File: src/rtl/dwsu_pkg.sv
package dwsu_pkg;

   localparam int SAMPLE_BITS_DEFAULT = 14;
   localparam int RSP_DEPTH_DEFAULT   = 4;

   // word classes by top nibble
   localparam logic [3:0] NIB_SAMPLE  = 4'h0;
   localparam logic [3:0] NIB_TIME    = 4'h4;
   localparam logic [3:0] NIB_CHARGE  = 4'h5;
   localparam logic [3:0] NIB_TRIGGER = 4'h8;
   localparam logic [3:0] NIB_STAMP   = 4'hA;
   localparam logic [3:0] NIB_CHANNEL = 4'hC;
   localparam logic [3:0] NIB_MODULE  = 4'hD;
   localparam logic [3:0] NIB_END     = 4'hE;
   localparam logic [3:0] NIB_GROUP   = 4'hF;

   typedef enum logic [2:0] {
      KIND_MODULE     = 3'd0,
      KIND_TRIGGER    = 3'd1,
      KIND_STAMP      = 3'd2,
      KIND_SAMPLES    = 3'd3,
      KIND_CHARGE     = 3'd4,
      KIND_TIME       = 3'd5,
      KIND_SLIP       = 3'd6,
      KIND_UNEXPECTED = 3'd7
   } kind_type;

   typedef enum logic [2:0] {
      MODE_NORMAL = 3'd0,
      MODE_SKIP   = 3'd1,
      MODE_NAME   = 3'd2,
      MODE_SEEK   = 3'd3,
      MODE_STAMP2 = 3'd4
   } mode_type;

   typedef struct packed {
      kind_type    kind;
      logic [31:0] module_name;
      logic [3:0]  group_index;
      logic [3:0]  channel_index;
      logic [63:0] value_a;
      logic [23:0] value_b;
      logic        last_of_run;
   } record_type;

   // up to two records per word, packed from slot0
   typedef struct packed {
      logic [1:0] count;
      record_type slot0;
      record_type slot1;
   } push_type;

endpackage

File: src/rtl/dwsu_parser.sv
module dwsu_parser #(
   parameter int SAMPLE_BITS = dwsu_pkg::SAMPLE_BITS_DEFAULT
) (
   input  logic              clock,
   input  logic              reset,
   input  logic              accept,
   input  logic [31:0]       word,
   input  logic              last_word,
   input  logic [23:0]       event_trigger,
   output dwsu_pkg::push_type push
);

   localparam logic [7:0]  TRIG_PREFIX = 8'h80;
   localparam logic [7:0]  SYNC_BYTE   = 8'hD0;
   localparam logic [31:0] WORD_DEAD   = 32'hDEAD_DEAD;
   localparam logic [31:0] WORD_DEAF   = 32'hDEAF_DEAF;
   localparam logic [31:0] WORD_BAD    = 32'hBAD0_BAD0;
   localparam logic [31:0] SKIP_BASE   = 32'hFFFF_FFF0;

   dwsu_pkg::mode_type mode_ff, mode_in, handle_mode;
   logic [31:0] module_ff, module_in;
   logic        grp_valid_ff, grp_valid_in;
   logic [3:0]  grp_ff, grp_in;
   logic        chan_valid_ff, chan_valid_in;
   logic [3:0]  chan_ff, chan_in;
   logic [3:0]  prev_nib_ff, prev_nib_in;
   logic [63:0] charge_ff, charge_in;
   logic [1:0]  parts_ff, parts_in;
   logic [23:0] stamp_ff, stamp_in;

   logic [3:0]  nib;
   logic [23:0] w24;
   logic        trig_hit;
   logic [4:0]  grp_plus1;
   logic        skip_hit;
   logic        do_handle;

   dwsu_pkg::record_type pre_rec, main_rec;
   logic                 pre_valid, main_valid;

   assign nib       = word[31:28];
   assign w24       = word[23:0];
   assign trig_hit  = (word == {TRIG_PREFIX, event_trigger});
   assign grp_plus1 = grp_valid_ff ? ({1'b0, grp_ff} + 5'd1) : 5'd0;
   assign skip_hit  = (word == (SKIP_BASE + {27'd0, grp_plus1})) || (word[31:24] == SYNC_BYTE);
   assign do_handle = (mode_ff == dwsu_pkg::MODE_NORMAL) ||
                      ((mode_ff == dwsu_pkg::MODE_SKIP) && skip_hit);

   // mode a word leaves behind when decoded normally
   always_comb begin
      handle_mode = dwsu_pkg::MODE_NORMAL;
      case (nib)
         dwsu_pkg::NIB_TRIGGER: begin
            if (!trig_hit) handle_mode = dwsu_pkg::MODE_SEEK;
         end
         dwsu_pkg::NIB_STAMP:   handle_mode = dwsu_pkg::MODE_STAMP2;
         dwsu_pkg::NIB_MODULE: begin
            if (word != WORD_DEAD && word != WORD_DEAF) handle_mode = dwsu_pkg::MODE_NAME;
         end
         dwsu_pkg::NIB_END:     handle_mode = dwsu_pkg::MODE_SKIP;
         default:               handle_mode = dwsu_pkg::MODE_NORMAL;
      endcase
   end

   // next state
   always_comb begin
      mode_in = mode_ff;
      case (mode_ff)
         dwsu_pkg::MODE_SKIP: begin
            if (skip_hit) mode_in = handle_mode;
         end
         dwsu_pkg::MODE_NAME:   mode_in = dwsu_pkg::MODE_NORMAL;
         dwsu_pkg::MODE_SEEK: begin
            if (trig_hit) mode_in = dwsu_pkg::MODE_NORMAL;
         end
         dwsu_pkg::MODE_STAMP2: mode_in = dwsu_pkg::MODE_NORMAL;
         default:               mode_in = handle_mode;
      endcase
      if (last_word) mode_in = dwsu_pkg::MODE_NORMAL;
   end

   // context, charge gathering and records
   always_comb begin
      logic [63:0]        placed;
      logic               take_trig;
      dwsu_pkg::kind_type mkind;
      logic [63:0]        ma;
      logic [23:0]        mb;

      module_in     = module_ff;
      grp_valid_in  = grp_valid_ff;
      grp_in        = grp_ff;
      chan_valid_in = chan_valid_ff;
      chan_in       = chan_ff;
      charge_in     = charge_ff;
      parts_in      = parts_ff;
      stamp_in      = stamp_ff;
      prev_nib_in   = nib;
      take_trig     = 1'b0;
      main_valid    = 1'b0;
      mkind         = dwsu_pkg::KIND_UNEXPECTED;
      ma            = 64'd0;
      mb            = 24'd0;

      case (parts_ff)
         2'd0:    placed = {40'd0, w24};
         2'd1:    placed = {16'd0, w24, 24'd0};
         default: placed = {w24[15:0], 48'd0};
      endcase

      // charge still held is issued ahead of this word's record
      pre_valid = 1'b0;
      pre_rec.kind          = dwsu_pkg::KIND_CHARGE;
      pre_rec.module_name   = module_ff;
      pre_rec.group_index   = grp_valid_ff ? grp_ff : 4'd0;
      pre_rec.channel_index = chan_valid_ff ? chan_ff : 4'd0;
      pre_rec.value_a       = charge_ff;
      pre_rec.value_b       = 24'd0;
      pre_rec.last_of_run   = 1'b0;
      if (parts_ff != 2'd0 &&
          !(mode_ff == dwsu_pkg::MODE_NORMAL && nib == dwsu_pkg::NIB_CHARGE)) begin
         pre_valid = chan_valid_ff;
         charge_in = 64'd0;
         parts_in  = 2'd0;
      end

      if (mode_ff == dwsu_pkg::MODE_NAME) begin
         module_in     = word;
         grp_valid_in  = 1'b0;
         chan_valid_in = 1'b0;
         main_valid    = 1'b1;
         mkind         = dwsu_pkg::KIND_MODULE;
      end else if (mode_ff == dwsu_pkg::MODE_SEEK) begin
         take_trig = trig_hit;
      end else if (mode_ff == dwsu_pkg::MODE_STAMP2) begin
         main_valid = 1'b1;
         mkind      = dwsu_pkg::KIND_STAMP;
         ma         = {40'd0, stamp_ff};
         mb         = w24;
      end else if (do_handle) begin
         case (nib)
            dwsu_pkg::NIB_SAMPLE: begin
               main_valid = (word != 32'd0) && chan_valid_ff;
               mkind      = dwsu_pkg::KIND_SAMPLES;
               ma         = 64'(word[SAMPLE_BITS-1:0]);
               mb         = 24'(word[16 +: SAMPLE_BITS]);
            end
            dwsu_pkg::NIB_TIME: begin
               main_valid = chan_valid_ff;
               mkind      = dwsu_pkg::KIND_TIME;
               ma         = {40'd0, w24};
            end
            dwsu_pkg::NIB_CHARGE: begin
               if (parts_ff == 2'd2) begin
                  main_valid = chan_valid_ff;
                  mkind      = dwsu_pkg::KIND_CHARGE;
                  ma         = charge_ff | placed;
                  charge_in  = 64'd0;
                  parts_in   = 2'd0;
               end else begin
                  charge_in = charge_ff | placed;
                  parts_in  = parts_ff + 2'd1;
               end
            end
            dwsu_pkg::NIB_TRIGGER: take_trig = trig_hit;
            dwsu_pkg::NIB_STAMP:   stamp_in = w24;
            dwsu_pkg::NIB_CHANNEL: begin
               chan_valid_in = 1'b1;
               chan_in       = word[3:0];
            end
            dwsu_pkg::NIB_MODULE: begin
               main_valid = (word == WORD_DEAF);
               mkind      = dwsu_pkg::KIND_SLIP;
               ma         = {32'd0, word};
            end
            dwsu_pkg::NIB_END:     chan_valid_in = 1'b0;
            dwsu_pkg::NIB_GROUP: begin
               grp_valid_in = 1'b1;
               grp_in       = word[3:0];
            end
            default: begin
               main_valid = 1'b1;
               mkind      = (word == WORD_BAD) ? dwsu_pkg::KIND_SLIP :
                                                 dwsu_pkg::KIND_UNEXPECTED;
               ma         = {32'd0, word};
            end
         endcase
      end

      if (take_trig) begin
         if (prev_nib_ff != dwsu_pkg::NIB_GROUP) begin
            grp_valid_in = 1'b1;
            grp_in       = !grp_valid_ff ? 4'd0 : (grp_ff == 4'hF) ? 4'hF : grp_ff + 4'd1;
         end
         chan_valid_in = 1'b0;
         main_valid    = 1'b1;
         mkind         = dwsu_pkg::KIND_TRIGGER;
         ma            = {40'd0, w24};
      end

      // end of buffer: charge still gathering goes out (never with a main record)
      if (last_word && parts_in != 2'd0) begin
         main_valid = chan_valid_in;
         mkind      = dwsu_pkg::KIND_CHARGE;
         ma         = charge_in;
      end

      main_rec.kind          = mkind;
      main_rec.module_name   = module_in;
      main_rec.group_index   = grp_valid_in ? grp_in : 4'd0;
      main_rec.channel_index = chan_valid_in ? chan_in : 4'd0;
      main_rec.value_a       = ma;
      main_rec.value_b       = mb;
      main_rec.last_of_run   = 1'b1;
      pre_rec.last_of_run    = !main_valid;

      if (last_word) begin
         module_in     = 32'd0;
         grp_valid_in  = 1'b0;
         grp_in        = 4'd0;
         chan_valid_in = 1'b0;
         chan_in       = 4'd0;
         prev_nib_in   = 4'd0;
         charge_in     = 64'd0;
         parts_in      = 2'd0;
         stamp_in      = 24'd0;
      end
   end

   always_comb begin
      push.slot0 = pre_valid ? pre_rec : main_rec;
      push.slot1 = main_rec;
      if (!accept)                     push.count = 2'd0;
      else if (pre_valid && main_valid) push.count = 2'd2;
      else if (pre_valid || main_valid) push.count = 2'd1;
      else                             push.count = 2'd0;
   end

   always_ff @(posedge clock) begin
      if (reset) begin
         mode_ff       <= dwsu_pkg::MODE_NORMAL;
         module_ff     <= 32'd0;
         grp_valid_ff  <= 1'b0;
         grp_ff        <= 4'd0;
         chan_valid_ff <= 1'b0;
         chan_ff       <= 4'd0;
         prev_nib_ff   <= 4'd0;
         charge_ff     <= 64'd0;
         parts_ff      <= 2'd0;
         stamp_ff      <= 24'd0;
      end else if (accept) begin
         mode_ff       <= mode_in;
         module_ff     <= module_in;
         grp_valid_ff  <= grp_valid_in;
         grp_ff        <= grp_in;
         chan_valid_ff <= chan_valid_in;
         chan_ff       <= chan_in;
         prev_nib_ff   <= prev_nib_in;
         charge_ff     <= charge_in;
         parts_ff      <= parts_in;
         stamp_ff      <= stamp_in;
      end
   end

`ifndef SYNTHESIS
   a_parts_below_three: assert property (@(posedge clock) disable iff (reset)
      parts_ff != 2'd3)
      else $error("charge part count reached three while held");

   a_last_clears: assert property (@(posedge clock) disable iff (reset)
      (accept && last_word) |=>
         (mode_ff == dwsu_pkg::MODE_NORMAL && parts_ff == 2'd0 && !grp_valid_ff &&
          !chan_valid_ff && module_ff == 32'd0))
      else $error("state not cleared after the last word of a buffer");

   a_pair_order: assert property (@(posedge clock) disable iff (reset)
      (push.count == 2'd2) |-> (push.slot0.kind == dwsu_pkg::KIND_CHARGE &&
                                !push.slot0.last_of_run && push.slot1.last_of_run))
      else $error("two records from one word not a charge followed by the final record");
`endif

endmodule

File: src/rtl/dwsu_rsp_queue.sv
module dwsu_rsp_queue #(
   parameter int DEPTH = dwsu_pkg::RSP_DEPTH_DEFAULT
) (
   input  logic                 clock,
   input  logic                 reset,
   input  dwsu_pkg::push_type   push,
   input  logic                 pop,
   output logic                 in_ready,
   output logic                 out_valid,
   output dwsu_pkg::record_type head
);

   localparam int PTR_W = (DEPTH > 1) ? $clog2(DEPTH) : 1;
   localparam int CNT_W = $clog2(DEPTH + 1);

   dwsu_pkg::record_type entries_ff [DEPTH];

   logic [PTR_W-1:0] wp_ff, wp_in, rp_ff, rp_in, wp1;
   logic [CNT_W-1:0] count_ff, count_in;

   function automatic logic [PTR_W-1:0] step(input logic [PTR_W-1:0] p);
      step = (p == PTR_W'(DEPTH - 1)) ? '0 : p + 1'b1;
   endfunction

   assign wp1       = step(wp_ff);
   assign in_ready  = (count_ff <= CNT_W'(DEPTH - 2));
   assign out_valid = (count_ff != '0);
   assign head      = entries_ff[rp_ff];

   always_comb begin
      case (push.count)
         2'd1:    wp_in = wp1;
         2'd2:    wp_in = step(wp1);
         default: wp_in = wp_ff;
      endcase
      rp_in    = pop ? step(rp_ff) : rp_ff;
      count_in = count_ff + CNT_W'(push.count) - CNT_W'(pop);
   end

   always_ff @(posedge clock) begin
      if (reset) begin
         wp_ff    <= '0;
         rp_ff    <= '0;
         count_ff <= '0;
      end else begin
         wp_ff    <= wp_in;
         rp_ff    <= rp_in;
         count_ff <= count_in;
      end
   end

   always_ff @(posedge clock) begin
      if (push.count != 2'd0) entries_ff[wp_ff] <= push.slot0;
      if (push.count == 2'd2) entries_ff[wp1]   <= push.slot1;
   end

`ifndef SYNTHESIS
   a_count_bound: assert property (@(posedge clock) disable iff (reset)
      count_ff <= CNT_W'(DEPTH))
      else $error("response queue over capacity");

   a_room_for_pair: assert property (@(posedge clock) disable iff (reset)
      (push.count != 2'd0) |-> (count_ff <= CNT_W'(DEPTH - 2)))
      else $error("records written without room for a pair");

   a_drain: assert property (@(posedge clock) disable iff (reset)
      (pop && push.count == 2'd0) |=> (count_ff + CNT_W'(1) == $past(count_ff)))
      else $error("transfer out did not free an entry");
`endif

endmodule

File: src/rtl/digitizer_word_stream_unpacker_core.sv
// Latency: a record is offered on rsp_valid the cycle after its word is taken if
// no earlier record is queued. Throughput, while rsp_ready is high: one word per
// cycle while each word gives at most one record; a word that also releases
// held charge gives two records, and the single rsp port then drains the
// four-entry record queue at one record per cycle. Reset (synchronous, active
// high) clears the parse context, the queue and the event_trigger register to zero.
module digitizer_word_stream_unpacker_core #(
   parameter int SAMPLE_BITS = dwsu_pkg::SAMPLE_BITS_DEFAULT,
   parameter int RSP_DEPTH   = dwsu_pkg::RSP_DEPTH_DEFAULT
) (
   input  logic        clock,
   input  logic        reset,

   input  logic        req_valid,
   output logic        req_ready,
   input  logic [31:0] req_word,
   input  logic        req_last_word,

   output logic        rsp_valid,
   input  logic        rsp_ready,
   output logic [2:0]  rsp_kind,
   output logic [31:0] rsp_module_name,
   output logic [3:0]  rsp_group_index,
   output logic [3:0]  rsp_channel_index,
   output logic [63:0] rsp_value_a,
   output logic [23:0] rsp_value_b,
   output logic        rsp_last_of_run,

   input  logic        csr_write_enable,
   input  logic [23:0] csr_write_data
);

   logic [23:0]          event_trigger_ff;
   logic                 accept;
   dwsu_pkg::push_type   push;
   dwsu_pkg::record_type head;

   assign accept = req_valid && req_ready;

   always_ff @(posedge clock) begin
      if (reset) begin
         event_trigger_ff <= 24'd0;
      end else if (csr_write_enable) begin
         event_trigger_ff <= csr_write_data;
      end
   end

   dwsu_parser #(
      .SAMPLE_BITS (SAMPLE_BITS)
   ) u_parser (
      .clock         (clock),
      .reset         (reset),
      .accept        (accept),
      .word          (req_word),
      .last_word     (req_last_word),
      .event_trigger (event_trigger_ff),
      .push          (push)
   );

   dwsu_rsp_queue #(
      .DEPTH (RSP_DEPTH)
   ) u_rsp_queue (
      .clock     (clock),
      .reset     (reset),
      .push      (push),
      .pop       (rsp_valid && rsp_ready),
      .in_ready  (req_ready),
      .out_valid (rsp_valid),
      .head      (head)
   );

   assign rsp_kind          = head.kind;
   assign rsp_module_name   = head.module_name;
   assign rsp_group_index   = head.group_index;
   assign rsp_channel_index = head.channel_index;
   assign rsp_value_a       = head.value_a;
   assign rsp_value_b       = head.value_b;
   assign rsp_last_of_run   = head.last_of_run;

endmodule

File: config.mk
export PLATFORM = sky130hd
export DESIGN_NAME = digitizer_word_stream_unpacker_core
export DESIGN_NICKNAME = d
export VERILOG_FILES = /design/src/rtl/dwsu_pkg.sv /design/src/rtl/dwsu_parser.sv /design/src/rtl/dwsu_rsp_queue.sv /design/src/rtl/digitizer_word_stream_unpacker_core.sv
export SDC_FILE = /design/constraint.sdc
export NUM_CORES = 1
export LEC_CHECK = 0
export ABC_CLOCK_PERIOD_IN_PS = 22800
export BUFFER_PORTS_ARGS = -buffer_cell sky130_fd_sc_hd__clkbuf_2
export CAP_MARGIN = 20
export CORE_UTILIZATION = 50
export DETAILED_ROUTE_END_ITERATION = 10
export PLACE_DENSITY = 0.68
export SYNTH_ARGS = -nofsm -noshare
export SYNTH_HDL_FRONTEND = slang
export SYNTH_SLANG_ARGS = --single-unit
File: constraint.sdc
create_clock -name clock -period 22.8 [get_ports clock]
set_input_delay 2.28 -clock clock [delete_from_list [all_inputs] [get_ports clock]]
set_output_delay 2.28 -clock clock [all_outputs]
set_load 0.005 [all_outputs]
==> impl_metrics.yaml <==
layout:
  final_cell_mix: "edfxtp_1 (524), a22o_1 (291), nand2_1 (231), nor2_1 (219), clkbuf_2 (194)"
  postLayoutCoreUtil_pct: 57.5
  final_common_cell: "edfxtp_1"
  multi_input_area_sq_um: 12900
  final_nets: 2781
  fillCellCount: 5241
  regArea_sq_um: 19300
  diodes: 0
  finalNonFillerCells: 3619
  area_delta_synth_final_pct: 12.8
  drive_gt1_share_pct: 20.2
job:
  drv_cap: 0
yosys:
  synthesis.nets: 2726
  synthXorXnorAreaFrac_pct: 0.821
  syn_area_per_cell_sq_um: 12.5
  synth_area_sq_um: 33100
  synth_compound_area_share_pct: 18.4
  yosys.area_share.adder_pct: 0.703
  ys_seq_elements: 700
  synth_edf_count: 524
  synth-seq-area-share_pct: 58.2
  ys_async_sr_fraction_pct: 0
  synth_top_family_by_area: "compound AO/OA/AOI/OAI gates"
  ys_types: 71
  synth_warnings: 0
  synth_cells: 2646
  muxShareOfSynthArea_pct: 10.5
  synth_ff_type: "edfxtp_1"
  yosys.area_share.simple_pct: 7.92
power:
  leakage_nw: 12.5
  power.density_nw_per_um2: 89.4
  p_total_w: 0.00334
  ir_drop_mv: 0.0809
drt:
  route.detailed.drc: 0
  dr.pass1.iters: 9
  ant_nets: 0
  wire_per_inst_um: 30.0
  drt-total-wl_mm: 109
  initialDrtViolationCount: 3265
  num_vias: 24820
  via_per_inst: 6.86
timing:
  fin_setup_tns_ns: 0
  timing_hold_violations_final: 0
  layout_min_cycle_time_ns: 8.95
  max_freq_ghz: 0.112
  rsz0062_at_grt: "false"
  setup_viol: 0
  period_share_pct: 39.2
  worst_pin_slew_ns: 1.13
  setup_ws_ns: 13.85
  skew_ns: 0.0242
  relSlewSlack_pct: 24.7
  drv_slew: 0
floorplanning:
  core.rowCount: 93
  start_util_pct: 51.0
  core-area_sq_um: 64900
  chipWidth_um: 259
  die-area_sq_um: 67200
  num_io_pins: 196
  die_h_um: 259
worst_hold_path:
  hold_class: "reg2reg"
  min_from: "u_parser.prev_nib_ff[1]"
  min_to: "u_parser.prev_nib_ff[1]"
  hold_depth: 2
placed_design:
  dp_slack_ns: 13.43
  dpl.hpwl_mm: 65.0
  gp_congestion: 0.937
  portBuffers: 195
  dp.cells: 3475
run_status:
  status: "finished, final reports clean"
clock_network:
  numCtsBuffers: 75
  htreeDepth: 3
  hold_buffers: 0
  clock_path_buffers: 3
  tritoncts: "done"
  clock_latency_ns: 0.64
  cts-resized-gates: 0
  cts_setup_buffers: 0
  clock-sinks: 700
  clk_pin_slew_ns: 0.06
  cts_root_buf: "clkbuf_16"
global_route:
  antenna_found_initial: 2
  grt_pass1_wl_mm: 159
  grt_max_degree: 102
  gr-total-overflow: 0
  grt_pass1_vias: 24386
  grt_usage_pct: 32.0
critical_path:
  r2r-start: "u_parser.grp_valid_ff"
  crit_path_max_fanout: 69
  critPathSlowestCell: "buf_4"
  ff2ff_path_depth: 16
  critPathRequiredTime_ns: 23.03
  cp-end-kind: "flip-flop"
  crit_buf_inv: 4
  cp-start-kind: "primary input"
  r2r-end: "u_rsp_queue.entries_ff[2][26]"
  crit_family: "simple AND/OR/NAND/NOR gates"
  r2r_slack_ns: 14.85
  path_cells: "clkbuf_2, or4_1, nor4_2, a32oi_1, or4_4, a21oi_1, mux2i_1, nand2_1, o211ai_1, ha_1, and3_1, inv_1, ha_1, and2_1, nor2_1, inv_6, buf_4"
  critPathKind: "in2reg"
  cp_slowest_stage_delay_ns: 0.90
  path_common_cell: "ha_1"
  arrival_ns: 9.18
[through the flow]
step                instance area, sq um  hold WS [ns]
detailed placement                 34700         0.457
global route                       37300         0.494
finish                             37300         0.472
floorplan                          33100         0.433
global placement                   34600         0.455
CTS                                37300         0.471
[flip-flops by register name, summed over array words and instances, names as in the netlist, named ones only]
register / cells
u_rsp_queue.rp_ff: 2
u_parser.grp_ff: 4
u_rsp_queue.wp_ff: 2
u_parser.grp_valid_ff: 1
u_parser.mode_ff: 3
event_trigger_ff: 24
u_parser.stamp_ff: 24
u_parser.chan_ff: 4
u_rsp_queue.count_ff: 3
u_parser.prev_nib_ff: 4
u_parser.chan_valid_ff: 1
u_parser.charge_ff: 64
u_rsp_queue.entries_ff: 528
u_parser.module_ff: 32
u_parser.parts_ff: 2
[how the worst max path moves through the flow]
stage	from	end	slack, ns	cells past startpoint
6_report	req_word[18]	u_rsp_queue.entries_ff[2][26]	13.85	17
2_1_floorplan	req_word[25]	u_rsp_queue.entries_ff[2][73]	13.16	20
3_3_place_gp	req_word[24]	u_rsp_queue.entries_ff[2][10]	13.57	17
5_1_grt	req_word[17]	u_rsp_queue.entries_ff[2][27]	13.66	17
4_1_cts	req_word[18]	u_rsp_queue.entries_ff[2][13]	14.09	17
3_5_place_dp	req_word[18]	u_rsp_queue.entries_ff[2][11]	13.43	17
[area by class of cell]
class / count / share of cell area [%]
clock buffers: 105 / 5.74
clock inverters: 35 / 1.11
inverters: 20 / 0.215
multi-input cells: 1659 / 34.5
flip-flops and latches: 700 / 51.6
well taps: 855 / 2.87
repair buffers: 245 / 3.90
[cell usage after synthesis (all sizes together) (31+ instances only)]
cell / number / area, sq um
dfxtp: 176 / 3520
a22o: 291 / 2550
clkbuf: 205 / 769
edfxtp: 524 / 15700
nor2: 234 / 881
a22oi: 67 / 503
a21oi: 79 / 399
a32o: 49 / 490
nand2: 234 / 878
buf: 62 / 294
mux2i: 46 / 460
o22ai: 31 / 194
mux4: 132 / 2970
o21ai: 187 / 940
[routing by layer]
metal	wire, um	global-route usage [%]	share of wire, %	up-vias
met5	17	0	0.016	-
met4	5030	16.3	4.6	2
met3	11200	5.71	10	295
met2	51000	50.4	47	1683
met1	41500	42.9	38	12391
li1	-	-	-	10449
[power breakdown]
group	internal [W]	switching, W
Sequential	0.00143	0.0000384
Clock	0.000752	0.000517
Combinational	0.000232	0.000363
[worst reg2reg max path, stage by stage, from the launching register on]
cell and delay, ns:
dfxtp_1 0.96, nand4_1 0.61, nor4_2 0.41, a32oi_1 0.20, or4_4 0.62, a21oi_1 0.18
mux2i_1 0.25, nand2_1 0.43, o211ai_1 0.47, ha_1 0.30, and3_1 0.16, inv_1 0.08
ha_1 0.26, and2_1 0.67, nor2_1 0.24, inv_6 0.59, buf_4 0.99
[cell families (layout without fill, tap and decap cells)]
kind of cell               after synthesis  in the layout
AOI/OAI and AO/OA                      826            826
xor gates and xnor gates                31             31
adders and majority gates               18             18
buffers and inverters                  287            405
DFF                                    700            700
muxes                                  183            183
and+or+nand+nor                        601            601
Power figures use the tool's default switching activity.
